`src/rtl/core/i2c_register_transaction_sequencer_defines.svh`:
```
// Assertion macros for the I2C register transaction sequencer.
// Included by the top level only; depends on nothing else.
`ifndef I2C_REGISTER_TRANSACTION_SEQUENCER_DEFINES_SVH
`define I2C_REGISTER_TRANSACTION_SEQUENCER_DEFINES_SVH

// Same-cycle implication, disabled while reset is high.
`define IRTS_ASSERT_NOW(lbl, clk, rst, ante, cons, msg) \
   lbl: assert property (@(posedge clk) disable iff (rst) (ante) |-> (cons)) \
      else $error(msg);

// Next-cycle implication, disabled while reset is high.
`define IRTS_ASSERT_NEXT(lbl, clk, rst, ante, cons, msg) \
   lbl: assert property (@(posedge clk) disable iff (rst) (ante) |=> (cons)) \
      else $error(msg);

`endif

```
`src/rtl/core/irts_pkg.sv`:
```
// Shared types and constants for the I2C register transaction sequencer.
// Used by irts_csr and the top level; depends on nothing.
package irts_pkg;

   localparam int TIMEOUT_W  = 16;
   localparam int CSR_ADDR_W = 3;
   localparam int CSR_DATA_W = 32;

   localparam logic [TIMEOUT_W-1:0] TIMEOUT_RESET = 16'd10000;
   localparam logic [0:0] REG_TIMEOUT_LIMIT = 1'b0;

   localparam logic [1:0] KIND_CMD  = 2'd0;
   localparam logic [1:0] KIND_DONE = 2'd1;
   localparam logic [1:0] KIND_TICK = 2'd2;

   localparam logic [2:0] OP_NONE    = 3'd0;
   localparam logic [2:0] OP_START   = 3'd1;
   localparam logic [2:0] OP_RESTART = 3'd2;
   localparam logic [2:0] OP_SEND    = 3'd3;
   localparam logic [2:0] OP_RECV    = 3'd4;
   localparam logic [2:0] OP_ACK     = 3'd5;
   localparam logic [2:0] OP_NACK    = 3'd6;
   localparam logic [2:0] OP_STOP    = 3'd7;

   localparam logic [7:0] REG_AUTO_INC = 8'h80;
   localparam logic       ADDR_RD_BIT  = 1'b1;

   typedef struct packed {
      logic [1:0] kind;
      logic       is_read;
      logic [6:0] dev_address;
      logic [7:0] reg_index;
      logic [7:0] write_data;
      logic [7:0] length;
      logic       ack_seen;
      logic [7:0] rx_byte;
   } req_type;

   typedef struct packed {
      logic [2:0] bus_op;
      logic [7:0] bus_byte;
      logic       rx_valid;
      logic [7:0] rx_data;
      logic       done_res;
      logic       success;
      logic       fault;
   } rsp_type;

endpackage

```
`src/rtl/core/irts_csr.sv`:
```
// APB-style configuration register file holding the bus operation timeout limit.
// Depends on irts_pkg.
module irts_csr (
   input  logic                                clock,
   input  logic                                reset,
   input  logic                                csr_psel,
   input  logic                                csr_penable,
   input  logic                                csr_pwrite,
   input  logic [irts_pkg::CSR_ADDR_W-1:0]     csr_paddr,
   input  logic [irts_pkg::CSR_DATA_W-1:0]     csr_pwdata,
   output logic [irts_pkg::CSR_DATA_W-1:0]     csr_prdata,
   output logic                                csr_pready,
   output logic [irts_pkg::TIMEOUT_W-1:0]      timeout_limit
);
   import irts_pkg::*;

   logic [TIMEOUT_W-1:0] timeout_limit_ff;
   logic [TIMEOUT_W-1:0] timeout_limit_in;
   logic                 sel_timeout;
   logic                 wr_en;

   assign sel_timeout = (csr_paddr[CSR_ADDR_W-1] == REG_TIMEOUT_LIMIT);
   assign wr_en       = csr_psel & csr_penable & csr_pwrite;
   assign csr_pready  = 1'b1;

   always_comb begin
      timeout_limit_in = timeout_limit_ff;
      if (wr_en && sel_timeout) begin
         timeout_limit_in = csr_pwdata[TIMEOUT_W-1:0];
      end
   end

   always_ff @(posedge clock) begin
      if (reset) begin
         timeout_limit_ff <= TIMEOUT_RESET;
      end else begin
         timeout_limit_ff <= timeout_limit_in;
      end
   end

   assign csr_prdata    = sel_timeout ?
                          {{(CSR_DATA_W-TIMEOUT_W){1'b0}}, timeout_limit_ff} : '0;
   assign timeout_limit = timeout_limit_ff;

endmodule

```
`src/rtl/core/i2c_register_transaction_sequencer.sv`:
```
// Top level of the I2C register transaction sequencer: input register, phase logic and
// result register.
// Depends on irts_pkg, irts_csr and i2c_register_transaction_sequencer_defines.svh.
//
//   channel  direction  handshake              carries
//   req      in         req_valid / req_ready  command, bus completion or tick word
//   rsp      out        rsp_valid / rsp_ready  next bus operation, read byte, status
//   csr      in         APB-style, pready = 1  timeout_limit at addresses 0-3
//
// A word is taken every cycle unless req_ready is low; each word is held in the input
// register and its result, if any, is written from there into the result register.
// req_ready drops only when a held word would produce a result and the result register is
// full with rsp_ready low. Reset clears the valid flags, the phase and the wait counter.
`include "i2c_register_transaction_sequencer_defines.svh"

module i2c_register_transaction_sequencer (
   input  logic                                clock,
   input  logic                                reset,
   input  logic                                req_valid,
   output logic                                req_ready,
   input  logic [1:0]                          req_kind,
   input  logic                                req_is_read,
   input  logic [6:0]                          req_dev_address,
   input  logic [7:0]                          req_reg_index,
   input  logic [7:0]                          req_write_data,
   input  logic [7:0]                          req_length,
   input  logic                                req_ack_seen,
   input  logic [7:0]                          req_rx_byte,
   output logic                                rsp_valid,
   input  logic                                rsp_ready,
   output logic [2:0]                          rsp_bus_op,
   output logic [7:0]                          rsp_bus_byte,
   output logic                                rsp_rx_valid,
   output logic [7:0]                          rsp_rx_data,
   output logic                                rsp_done_res,
   output logic                                rsp_success,
   output logic                                rsp_fault,
   input  logic                                csr_psel,
   input  logic                                csr_penable,
   input  logic                                csr_pwrite,
   input  logic [irts_pkg::CSR_ADDR_W-1:0]     csr_paddr,
   input  logic [irts_pkg::CSR_DATA_W-1:0]     csr_pwdata,
   output logic [irts_pkg::CSR_DATA_W-1:0]     csr_prdata,
   output logic                                csr_pready
);
   import irts_pkg::*;

   typedef enum logic [3:0] {
      PH_IDLE    = 4'd0,
      PH_START   = 4'd1,
      PH_ADDR    = 4'd2,
      PH_REG     = 4'd3,
      PH_DATA    = 4'd4,
      PH_RESTART = 4'd5,
      PH_RADDR   = 4'd6,
      PH_RECV    = 4'd7,
      PH_ACKOUT  = 4'd8,
      PH_STOP    = 4'd9
   } phase_type;

   logic [TIMEOUT_W-1:0] timeout_limit;

   req_type              in_ff, in_in;
   logic                 in_valid_ff, in_valid_in;
   rsp_type              out_ff, out_in;
   logic                 out_valid_ff, out_valid_in;

   phase_type            phase_ff, phase_in;
   logic                 read_mode_ff, read_mode_in;
   logic [6:0]           saved_address_ff, saved_address_in;
   logic [7:0]           saved_register_ff, saved_register_in;
   logic [7:0]           saved_write_byte_ff, saved_write_byte_in;
   logic [7:0]           bytes_left_ff, bytes_left_in;
   logic [TIMEOUT_W-1:0] wait_count_ff, wait_count_in;
   logic                 outcome_ok_ff, outcome_ok_in;

   rsp_type              rsp_calc;
   logic                 emit;
   logic                 step;
   logic                 out_free;
   logic                 req_accept;
   logic [TIMEOUT_W-1:0] wait_inc;
   logic [7:0]           bytes_dec;

   irts_csr u_csr (
      .clock         (clock),
      .reset         (reset),
      .csr_psel      (csr_psel),
      .csr_penable   (csr_penable),
      .csr_pwrite    (csr_pwrite),
      .csr_paddr     (csr_paddr),
      .csr_pwdata    (csr_pwdata),
      .csr_prdata    (csr_prdata),
      .csr_pready    (csr_pready),
      .timeout_limit (timeout_limit)
   );

   assign out_free   = !out_valid_ff || rsp_ready;
   assign req_ready  = !in_valid_ff || step;
   assign req_accept = req_valid && req_ready;
   assign wait_inc   = wait_count_ff + 1'b1;
   assign bytes_dec  = bytes_left_ff - 1'b1;

   always_comb begin
      phase_in            = phase_ff;
      read_mode_in        = read_mode_ff;
      saved_address_in    = saved_address_ff;
      saved_register_in   = saved_register_ff;
      saved_write_byte_in = saved_write_byte_ff;
      bytes_left_in       = bytes_left_ff;
      wait_count_in       = wait_count_ff;
      outcome_ok_in       = outcome_ok_ff;
      rsp_calc            = '0;
      emit                = 1'b0;

      if (in_valid_ff) begin
         case (in_ff.kind)
            KIND_CMD: begin
               if (phase_ff == PH_IDLE) begin
                  read_mode_in        = in_ff.is_read;
                  saved_address_in    = in_ff.dev_address;
                  saved_register_in   = in_ff.reg_index;
                  saved_write_byte_in = in_ff.write_data;
                  bytes_left_in       = in_ff.length;
                  outcome_ok_in       = 1'b0;
                  rsp_calc.bus_op     = OP_START;
                  phase_in            = PH_START;
                  wait_count_in       = '0;
                  emit                = 1'b1;
               end
            end
            KIND_DONE: begin
               wait_count_in = '0;
               emit          = 1'b1;
               case (phase_ff)
                  PH_START: begin
                     rsp_calc.bus_op   = OP_SEND;
                     rsp_calc.bus_byte = {saved_address_ff, 1'b0};
                     phase_in          = PH_ADDR;
                  end
                  PH_ADDR: begin
                     if (!in_ff.ack_seen) begin
                        rsp_calc.bus_op = OP_STOP;
                        outcome_ok_in   = 1'b0;
                        phase_in        = PH_STOP;
                     end else begin
                        rsp_calc.bus_op   = OP_SEND;
                        rsp_calc.bus_byte = saved_register_ff |
                           ((read_mode_ff && bytes_left_ff > 8'd1) ? REG_AUTO_INC : 8'd0);
                        phase_in          = PH_REG;
                     end
                  end
                  PH_REG: begin
                     if (!in_ff.ack_seen) begin
                        rsp_calc.bus_op = OP_STOP;
                        outcome_ok_in   = 1'b0;
                        phase_in        = PH_STOP;
                     end else if (read_mode_ff) begin
                        rsp_calc.bus_op = OP_RESTART;
                        phase_in        = PH_RESTART;
                     end else begin
                        rsp_calc.bus_op   = OP_SEND;
                        rsp_calc.bus_byte = saved_write_byte_ff;
                        phase_in          = PH_DATA;
                     end
                  end
                  PH_DATA: begin
                     rsp_calc.bus_op = OP_STOP;
                     outcome_ok_in   = in_ff.ack_seen;
                     phase_in        = PH_STOP;
                  end
                  PH_RESTART: begin
                     rsp_calc.bus_op   = OP_SEND;
                     rsp_calc.bus_byte = {saved_address_ff, ADDR_RD_BIT};
                     phase_in          = PH_RADDR;
                  end
                  PH_RADDR: begin
                     if (!in_ff.ack_seen || bytes_left_ff == 8'd0) begin
                        rsp_calc.bus_op = OP_STOP;
                        outcome_ok_in   = in_ff.ack_seen;
                        phase_in        = PH_STOP;
                     end else begin
                        rsp_calc.bus_op = OP_RECV;
                        phase_in        = PH_RECV;
                     end
                  end
                  PH_RECV: begin
                     bytes_left_in    = bytes_dec;
                     rsp_calc.rx_valid = 1'b1;
                     rsp_calc.rx_data  = in_ff.rx_byte;
                     rsp_calc.bus_op   = (bytes_dec != 8'd0) ? OP_ACK : OP_NACK;
                     phase_in          = PH_ACKOUT;
                  end
                  PH_ACKOUT: begin
                     if (bytes_left_ff != 8'd0) begin
                        rsp_calc.bus_op = OP_RECV;
                        phase_in        = PH_RECV;
                     end else begin
                        rsp_calc.bus_op = OP_STOP;
                        outcome_ok_in   = 1'b1;
                        phase_in        = PH_STOP;
                     end
                  end
                  PH_STOP: begin
                     rsp_calc.done_res = 1'b1;
                     rsp_calc.success  = outcome_ok_ff;
                     phase_in          = PH_IDLE;
                  end
                  default: begin
                     wait_count_in = wait_count_ff;
                     emit          = 1'b0;
                  end
               endcase
            end
            KIND_TICK: begin
               if (phase_ff != PH_IDLE) begin
                  wait_count_in = wait_inc;
                  if (wait_inc >= timeout_limit) begin
                     rsp_calc.fault = 1'b1;
                     phase_in       = PH_IDLE;
                     wait_count_in  = '0;
                     outcome_ok_in  = 1'b0;
                     emit           = 1'b1;
                  end
               end
            end
            default: begin
               emit = 1'b0;
            end
         endcase
      end

      step = in_valid_ff && (!emit || out_free);

      if (!step) begin
         phase_in            = phase_ff;
         read_mode_in        = read_mode_ff;
         saved_address_in    = saved_address_ff;
         saved_register_in   = saved_register_ff;
         saved_write_byte_in = saved_write_byte_ff;
         bytes_left_in       = bytes_left_ff;
         wait_count_in       = wait_count_ff;
         outcome_ok_in       = outcome_ok_ff;
      end
   end

   always_comb begin
      in_in.kind        = req_kind;
      in_in.is_read     = req_is_read;
      in_in.dev_address = req_dev_address;
      in_in.reg_index   = req_reg_index;
      in_in.write_data  = req_write_data;
      in_in.length      = req_length;
      in_in.ack_seen    = req_ack_seen;
      in_in.rx_byte     = req_rx_byte;
      if (!req_accept) begin
         in_in = in_ff;
      end
      in_valid_in  = req_accept || (in_valid_ff && !step);
      out_in       = (step && emit) ? rsp_calc : out_ff;
      out_valid_in = (step && emit) || (out_valid_ff && !rsp_ready);
   end

   always_ff @(posedge clock) begin
      in_ff               <= in_in;
      out_ff              <= out_in;
      read_mode_ff        <= read_mode_in;
      saved_address_ff    <= saved_address_in;
      saved_register_ff   <= saved_register_in;
      saved_write_byte_ff <= saved_write_byte_in;
      bytes_left_ff       <= bytes_left_in;
      outcome_ok_ff       <= outcome_ok_in;
      if (reset) begin
         in_valid_ff   <= 1'b0;
         out_valid_ff  <= 1'b0;
         phase_ff      <= PH_IDLE;
         wait_count_ff <= '0;
      end else begin
         in_valid_ff   <= in_valid_in;
         out_valid_ff  <= out_valid_in;
         phase_ff      <= phase_in;
         wait_count_ff <= wait_count_in;
      end
   end

   assign rsp_valid    = out_valid_ff;
   assign rsp_bus_op   = out_ff.bus_op;
   assign rsp_bus_byte = out_ff.bus_byte;
   assign rsp_rx_valid = out_ff.rx_valid;
   assign rsp_rx_data  = out_ff.rx_data;
   assign rsp_done_res = out_ff.done_res;
   assign rsp_success  = out_ff.success;
   assign rsp_fault    = out_ff.fault;

   `IRTS_ASSERT_NOW(a_fault_alone, clock, reset, rsp_valid && rsp_fault,
      (rsp_bus_op == OP_NONE) && !rsp_done_res && !rsp_rx_valid,
      "Fault word carries other fields.")
   `IRTS_ASSERT_NOW(a_rx_with_ack, clock, reset, rsp_valid && rsp_rx_valid,
      (rsp_bus_op == OP_ACK) || (rsp_bus_op == OP_NACK),
      "Received byte without ACK or NACK.")
   `IRTS_ASSERT_NEXT(a_end_idle, clock, reset,
      step && emit && (rsp_calc.fault || rsp_calc.done_res),
      (phase_ff == PH_IDLE) && out_valid_ff,
      "Transaction end did not return to idle.")
   `IRTS_ASSERT_NEXT(a_cmd_start, clock, reset,
      step && (in_ff.kind == KIND_CMD) && (phase_ff == PH_IDLE),
      (phase_ff == PH_START) && out_valid_ff && (out_ff.bus_op == OP_START),
      "Command did not issue start.")

endmodule
```
`config.mk`:
```
export PLATFORM = sky130hd
export DESIGN_NAME = i2c_register_transaction_sequencer
export DESIGN_NICKNAME = d
export VERILOG_FILES = /design/src/rtl/core/irts_pkg.sv /design/src/rtl/core/irts_csr.sv /design/src/rtl/core/i2c_register_transaction_sequencer.sv
export VERILOG_INCLUDE_DIRS = /design/src /design/src/rtl/core
export SDC_FILE = /design/constraint.sdc
export NUM_CORES = 1
export LEC_CHECK = 0
export BUFFER_PORTS_ARGS = -buffer_cell sky130_fd_sc_hd__clkbuf_2
export CAP_MARGIN = 20
export CORE_MARGIN = 4
export CORE_UTILIZATION = 60
export CTS_BUF_LIST = sky130_fd_sc_hd__clkbuf_4 sky130_fd_sc_hd__clkbuf_8
export DETAILED_ROUTE_END_ITERATION = 10
export PLACE_DENSITY = 0.83
export SYNTH_ARGS = -nofsm -noshare
export SYNTH_HDL_FRONTEND = slang
export SYNTH_SLANG_ARGS = --single-unit
```
`constraint.sdc`:
```
create_clock -name clock -period 8.7 [get_ports clock]
set_clock_uncertainty 0.2 [all_clocks]
set_input_delay 0.435 -clock clock [delete_from_list [all_inputs] [get_ports clock]]
set_output_delay 0.435 -clock clock [all_outputs]
set_load 0.03 [all_outputs]
```
# Yosys cells after proc, flatten, opt, wreduce, memory -nomap -nowiden
# Index checks and enable logic that the tools add are counted.
word_totals:
  regBits: 137
  in_bits: 85
  out_inout_bits: 58
  word_cells: 143
classes:
  n_addsub: 2
  order_cmp: 2
  n_eq_ne: 21
  n_mux: 49
  bitwise: 4
  reduce_logical: 39
op_table:
  columns: ["op", "n"]
  rows:
  - ["$mux 16", 5]
  - ["$mux 8", 6]
  - ["$pmux 16 s3", 1]
  - ["$pmux 4 s9", 1]
  - ["$pmux 8 s4", 1]
  - ["$mux 4", 7]
  - ["$pmux 3 s7", 1]
  - ["$add 16x1->16 const B", 1]
  - ["$eq 4x3->1 const B", 4]
  - ["$ge 16x16->1", 1]
  - ["$pmux 8 s2", 1]
  - ["$reduce_bool 8->1", 2]
  - ["$mux 1", 14]
  - ["$pmux 4 s3", 1]
  - ["$ne 10x1->1 const B", 1]
  - ["$reduce_and 10->1", 1]
  - ["$mux 9", 1]
  - ["$ne 3x3->1 const B", 3]
  - ["$reduce_or 9->1", 1]
  - ["$eq 4x2->1 const B", 2]
  - ["$eq 4x4->1 const B", 2]
  - ["$gt 8x1->1 const B", 1]
  - ["$logic_not 8->1", 1]
  - ["$mux 2", 4]
  - ["29 further kinds", 54]

# Logic depth before layout (Yosys ltp)
logic_depth:
  ltp_word: 12
  ltp_mapped: 16
  depth_no_buf: 14

# Hierarchy
# A second synthesis with hierarchy kept.
unflattened:
  cells_unflattened: 600
  hier_area_um2: 6585.1
modules_own_cells:
  columns: ["mod", "n_inst", "cells_per_inst", "area_per_inst_um2", "seq_area_each_um2"]
  rows:
  - ["i2c_register_transaction_sequencer", 1, 494, 5622.9, 3413.3]
  - ["irts_csr", 1, 106, 962.2, 320.3]

# Worst setup path after synthesis
# Ideal clock, no wire load.
synth_timing:
  kind: "reg-to-reg"
  from: "register wait_count_ff[0]"
  to: "register in_ff[0] (netlist bit), enable pin"
  setup_ns: 0.405
  t_arrival_ns: 4.113
  required_time_ns: 8.095
  slack_ns: 3.982
  stages_incl_launch_ff: 15
  n_path_buf: 0
  synth_period_minus_slack_ns: 4.718
  path_cell_list: "dfxtp_1 > ha_1 > nand3_1 > nor2_1 > nand3_1 > nor3b_1 > xor2_1 > ha_1 > nand4_1 > nor3_1 > nor4_1 > and3_4 > o21ai_1 > nand2_1 > and2_1"
synth_between:
  elab_chain_cells: 11
synth_rtl:
  columns: ["element", "line_no", "text"]
  rows:
  - ["from (decl)", "i2c_register_transaction_sequencer.sv:74", "logic [TIMEOUT_W-1:0] wait_count_ff, wait_count_in;"]
  - ["from (signal assigned)", "i2c_register_transaction_sequencer.sv:282", "wait_count_ff <= wait_count_in;"]
  - ["$add 16x1->16", "i2c_register_transaction_sequencer.sv:101", "assign wait_inc = wait_count_ff + 1'b1;"]
  - ["$ge 16x16->1", "i2c_register_transaction_sequencer.sv:218", "if (wait_inc >= timeout_limit) begin"]
  - ["$mux 1", "i2c_register_transaction_sequencer.sv:218", null]
  - ["$mux 1", "i2c_register_transaction_sequencer.sv:216", "if (phase_ff != PH_IDLE) begin"]
  - ["$pmux 1 s3", "i2c_register_transaction_sequencer.sv:117", "case (in_ff.kind)"]
  - ["$mux 1", "i2c_register_transaction_sequencer.sv:116", "if (in_valid_ff) begin"]
  - ["$logic_not 1->1", "i2c_register_transaction_sequencer.sv:233", "step = in_valid_ff && (!emit || out_free);"]
  - ["$logic_or 1x1->1", "i2c_register_transaction_sequencer.sv:233", null]
  - ["$logic_and 1x1->1", "i2c_register_transaction_sequencer.sv:233", null]
  - ["$logic_or 1x1->1", "i2c_register_transaction_sequencer.sv:99", "assign req_ready = !in_valid_ff || step;"]
  - ["net req_ready", "i2c_register_transaction_sequencer.sv:20", "output logic req_ready,"]
  - ["$logic_and 1x1->1", "i2c_register_transaction_sequencer.sv:100", "assign req_accept = req_valid && req_ready;"]
  - ["net req_accept", "i2c_register_transaction_sequencer.sv:81", "logic req_accept;"]
  - ["to (signal assigned)", "i2c_register_transaction_sequencer.sv:265", "in_ff <= in_in;"]
  - ["to (decl)", "i2c_register_transaction_sequencer.sv:63", "req_type in_ff, in_in;"]
# The timed path passes the listed nets, and every way through them passes these cells.
# A chain may end at the register's enable or synchronous reset.

# Worst setup path after layout
layout_timing:
  from: "register wait_count_ff[0]"
  to: "register in_ff[13] (netlist bit), enable pin"
layout_between:
  elab_chain_cells: 11
layout_rtl:
  columns: ["element", "line_no"]
  rows:
  - ["$add 16x1->16", "i2c_register_transaction_sequencer.sv:101"]
  - ["$ge 16x16->1", "i2c_register_transaction_sequencer.sv:218"]
  - ["$mux 1", "i2c_register_transaction_sequencer.sv:218"]
  - ["$mux 1", "i2c_register_transaction_sequencer.sv:216"]
  - ["$pmux 1 s3", "i2c_register_transaction_sequencer.sv:117"]
  - ["$mux 1", "i2c_register_transaction_sequencer.sv:116"]
  - ["$logic_not 1->1", "i2c_register_transaction_sequencer.sv:233"]
  - ["$logic_or 1x1->1", "i2c_register_transaction_sequencer.sv:233"]
  - ["$logic_and 1x1->1", "i2c_register_transaction_sequencer.sv:233"]
  - ["$logic_or 1x1->1", "i2c_register_transaction_sequencer.sv:99"]
  - ["$logic_and 1x1->1", "i2c_register_transaction_sequencer.sv:100"]
  - ["net req_accept", "i2c_register_transaction_sequencer.sv:81"]
# The timed path passes the listed nets, and every way through them passes these cells.

==> results.txt <==
* Outcome: completed
- Switching share of power: between 20% and 30%
- Mean instance size in the synthesized netlist: 10.9 um2
* Via count of the first global-routing pass: ~5,000
* Root Buffer: sky130_fd_sc_hd__clkbuf_8
- Placeable Area: between 0.01 and 0.015 mm2
- On the worst path, the slowest cell contributes a delay of 0.84 ns.
- The commonest cells after synthesis are sky130_fd_sc_hd__edfxtp_1, sky130_fd_sc_hd__nor2_1, sky130_fd_sc_hd__nand2_1.
* Multi-input gate area: roughly 0.0023 mm2
- Counting along the longest clock path gives a buffer depth of 2.
* Synthesized netlist cell count: around 600
* Final-layout setup total negative slack: 0 ns
* Number of antenna violations at the first check in global routing: 0
- The share of the Yosys chip area taken by registers is between 50% and 60%.
- TritonRoute pass-1 iters: 6
- Starting Density: ~60%
* Area occupied by registers: about 0.0037 mm2
- Critical Path Source Type: register
- Filler cell count in the final layout: 661
- Vias per cell: approximately 5.7
- Cells with a size suffix above 1 make up between 20% and 30% of the layout.
- Share of power burned in registers: approximately 54%
- Die footprint: 0.0123 mm2
* Clock network fraction of total power: between 30% and 40%
* Top-level port count: about 140
- Final std cells w/o fill: 880
- sky130_fd_sc_hd__edfxtp_1 is the most common cell in the netlist.
- In this run, the number of DRC markers left after iteration 0 of detailed routing was around 640.
- The startpoint identified for the worst hold timing path is csr_pwdata[14].
* Gp weighted congestion: around 0.84
- Final Total Pwr: about 1.4 mW
- The clock tree synthesis step divided the H-tree into 4 levels.
* Chip width: approximately 110 um
- Slowest CP cell: sky130_fd_sc_hd__and2_2
- DRT Wirelength: roughly 15,000 um
- Critical path data arrival time: 4.89 ns
- Critical Path Source: wait_count_ff[0]
* Synth async-reset ratio: 0%
* Yosys Warn Count: 0
- Headroom to the max-slew limit: 29.7%
- Switching component of the power: around 0.36 mW
* Synth cell types: 58
- After floorplanning, the core was divided into 37 placement rows.
* Cell count after placement: 800
- The repair_antennas step left the layout with diodes totalling 0.
* Critical path peak fanout: 43
- Leak pwr: ~3.1 nW
- Data on the critical path is required at its endpoint by 8.56 ns.
* Post-detailed-route count of antenna-violating nets: 0
- Counting flops with a built-in enable in the synthesized netlist gives between 90 and 100.
- For the worst-skew pair, the clock arrives at the later sink with an insertion delay of between 0.4 and 0.5 ns.
- Number of buffers created by CTS: 17
- Area Growth Syn to Fin: 22.4%
* Setup Buffers After CTS: 0
- Number of maximum-capacitance constraint violations: 0
* Int Power: approximately 1.0 mW
- The critical path in this run is classified as register to register.
* Remaining design rule violation count: 0
- Entering global routing, the biggest net connects 44 pins.
* Portion of synthesized cell area occupied by the leading cell type: between 40% and 50%
- # setup viols final: 0
- After synthesis the netlist holds a flip-flop and latch count of about 140.
- At the pin with the least slew margin, the transition time is 1.05 ns.
* Post-layout minimum cycle time: ~5.0 ns
- Overall track demand over capacity in global routing: between 20% and 30%
- The first global-routing pass estimated 24,300 um of wire.
* Most area-consuming cells after synthesis: sky130_fd_sc_hd__edfxtp_1, sky130_fd_sc_hd__dfxtp_1, sky130_fd_sc_hd__ha_1
* Total overflow reported by the global router: 0
- Number of buffer cells added on primary ports: about 110
- In the synthesized netlist the dominant register cell turns out to be sky130_fd_sc_hd__edfxtp_1.
- In the final design database the tool counted 839 nets.
- Worst-path clk slew: roughly 0.09 ns
* Maximum resistive drop on vdd: ~0.15 mV
* Setup repair after global routing missed its margin: no
* Pins over their slew limit: 0
- Final Hold Vio Count: 0
- Hold Crit Class: input pin to register
* Post-cts repair resize count: 0
- The wire-length estimate of the detail-placed layout is around 8900 um.
- Die H: around 110 um
- STA classifies the critical path endpoint as a register.
* Cell-by-cell listing of the critical path: ha_1 -> nand3_1 -> nor2_1 -> nand3_1 -> nor3b_1 -> xor2_1 -> ha_1 -> nand4_1 -> nor3_1 -> nor4_1 -> and3_4 -> o21ai_1 -> nand2_1 -> and2_2
* Ratio of total power to cell area: approximately 170 mW/mm2
- Max Clk Rate: 0.199 GHz
* Synthesized cell area: around 0.0064 mm2
* Count of clock tree sinks: approximately 140
- In this run, the combinational gates consume between 7 and 8% of the power.
- Dividing the final minimum period by the clock period gives roughly 58%.
* CTS tree: yes
- The biggest area contributor in the post-synthesis netlist is sky130_fd_sc_hd__edfxtp_1.
- Fraction of the core area covered by cells at the end of the flow: roughly 75%
- After detailed routing, the average wire length per cell comes to between 15 and 20 um.
- The startpoint identified for the worst register-to-register timing path is wait_count_ff[0].
- For this block, the via count after detailed routing is around 5,000.
[final timing paths]
check / endpoint / slack [ns] / cells after the start
worst max-delay path: in_ff[13] / 3.68 / 14
worst min-delay path: u_csr.timeout_limit[14] / 0.02 / 3
worst max register to register: in_ff[13] / 3.68 / 14
worst min register to register: saved_write_byte_ff[1] / 0.23 / 0
[critical path, delay by kind of cell (launching register included)]
kind	cells	cell delay [ns]
AND/OR/NAND/NOR	10	3.04
adder cells (fa/ha/maj)	2	0.55
flip-flops	1	0.41
XOR/XNOR	1	0.28
AO/OA/AOI/OAI	1	0.13
[per-stage QoR]
stage | area [um2] | hold WS [ns] | setup slack (ns)
final | 7770 | 0.0166 | 3.68
after global routing | 7770 | 0.000386 | 3.19
after CTS | 7750 | 0.00264 | 3.57
after detailed placement | 6900 | 0.205 | 3.59
after global placement | 6900 | 0.203 | 3.81
after floorplan | 6410 | 0.200 | 3.98
[kinds of logic after synthesis]
kind of cell,share of synthesized area [%]
flip-flops,58.8
XOR/XNOR,2.90
buffers and inverters,5.50
AND/OR/NAND/NOR,16.4
adder cells (fa/ha/maj),4.53
AO/OA/AOI/OAI,11.6
other,0.118
multiplexers,0.177
[layout make-up]
class                      count  share of cell area [%]
sequential                   137                    48.0
multi-input combinational    390                    30.0
timing repair buffer         159                    13.5
clock buffer                  17                    3.01
tap                          136                    2.19
clock inverter                15                    2.01
inverter                      26                    1.26
[flip-flops by register name (all words and copies together), names as in the netlist, 3 cells and up]
signal               flops
saved_register_ff        8
u_csr.timeout_limit     16
bytes_left_ff            8
wait_count_ff           16
saved_address_ff         7
rsp_rx_data              8
rsp_bus_op               3
rsp_bus_byte             8
saved_write_byte_ff      8
phase_ff                 4
in_ff                   43
[routing by layer]
layer	vias up	track usage [%]	wire, um
met4	0	11.2	524
met3	49	6.00	1130
met2	257	41.9	7520
met5	-	0	0
li1	2372	-	-
met1	2363	29.8	5590
[cell usage in the layout (no fill, tap or decap), types with 6 or more instances in the layout]
master	instances
sky130_fd_sc_hd__clkbuf_2	107
sky130_fd_sc_hd__edfxtp_1	99
sky130_fd_sc_hd__nor2_1	62
sky130_fd_sc_hd__nand2_1	58
sky130_fd_sc_hd__dlygate4sd3_1	47
sky130_fd_sc_hd__a21oi_1	46
sky130_fd_sc_hd__dfxtp_1	38
sky130_fd_sc_hd__inv_1	25
sky130_fd_sc_hd__ha_1	23
sky130_fd_sc_hd__nand3_1	17
sky130_fd_sc_hd__conb_1	17
sky130_fd_sc_hd__clkbuf_8	17
sky130_fd_sc_hd__nor3_1	13
sky130_fd_sc_hd__and3_1	11
sky130_fd_sc_hd__xor2_1	11
sky130_fd_sc_hd__xnor2_1	10
sky130_fd_sc_hd__o21ai_0	10
sky130_fd_sc_hd__o211ai_1	9
sky130_fd_sc_hd__and2_1	9
sky130_fd_sc_hd__nor2b_1	7
sky130_fd_sc_hd__o21ai_1	7
sky130_fd_sc_hd__a222oi_1	7
sky130_fd_sc_hd__nand2b_1	6
sky130_fd_sc_hd__inv_6	6
[power groups by stage]
stage	Clock, mW	Combinational (mW)	Sequential (mW)
global route	0.561	0.110	0.728
detailed placement	0	0.0806	0.741
CTS	0.520	0.0973	0.726
finish	0.525	0.101	0.726
global placement	0	0.0778	0.739
floorplan	0	0.0572	0.741
[what timing repair did]
| item | in CTS | in global routing |
|---|---|---|
| hold buffers | 46 | 1 |
| endpoints found under the hold margin | 46 | 1 |
| setup endpoints to repair | 0 | 0 |
(Power assumes the default switching activity.)
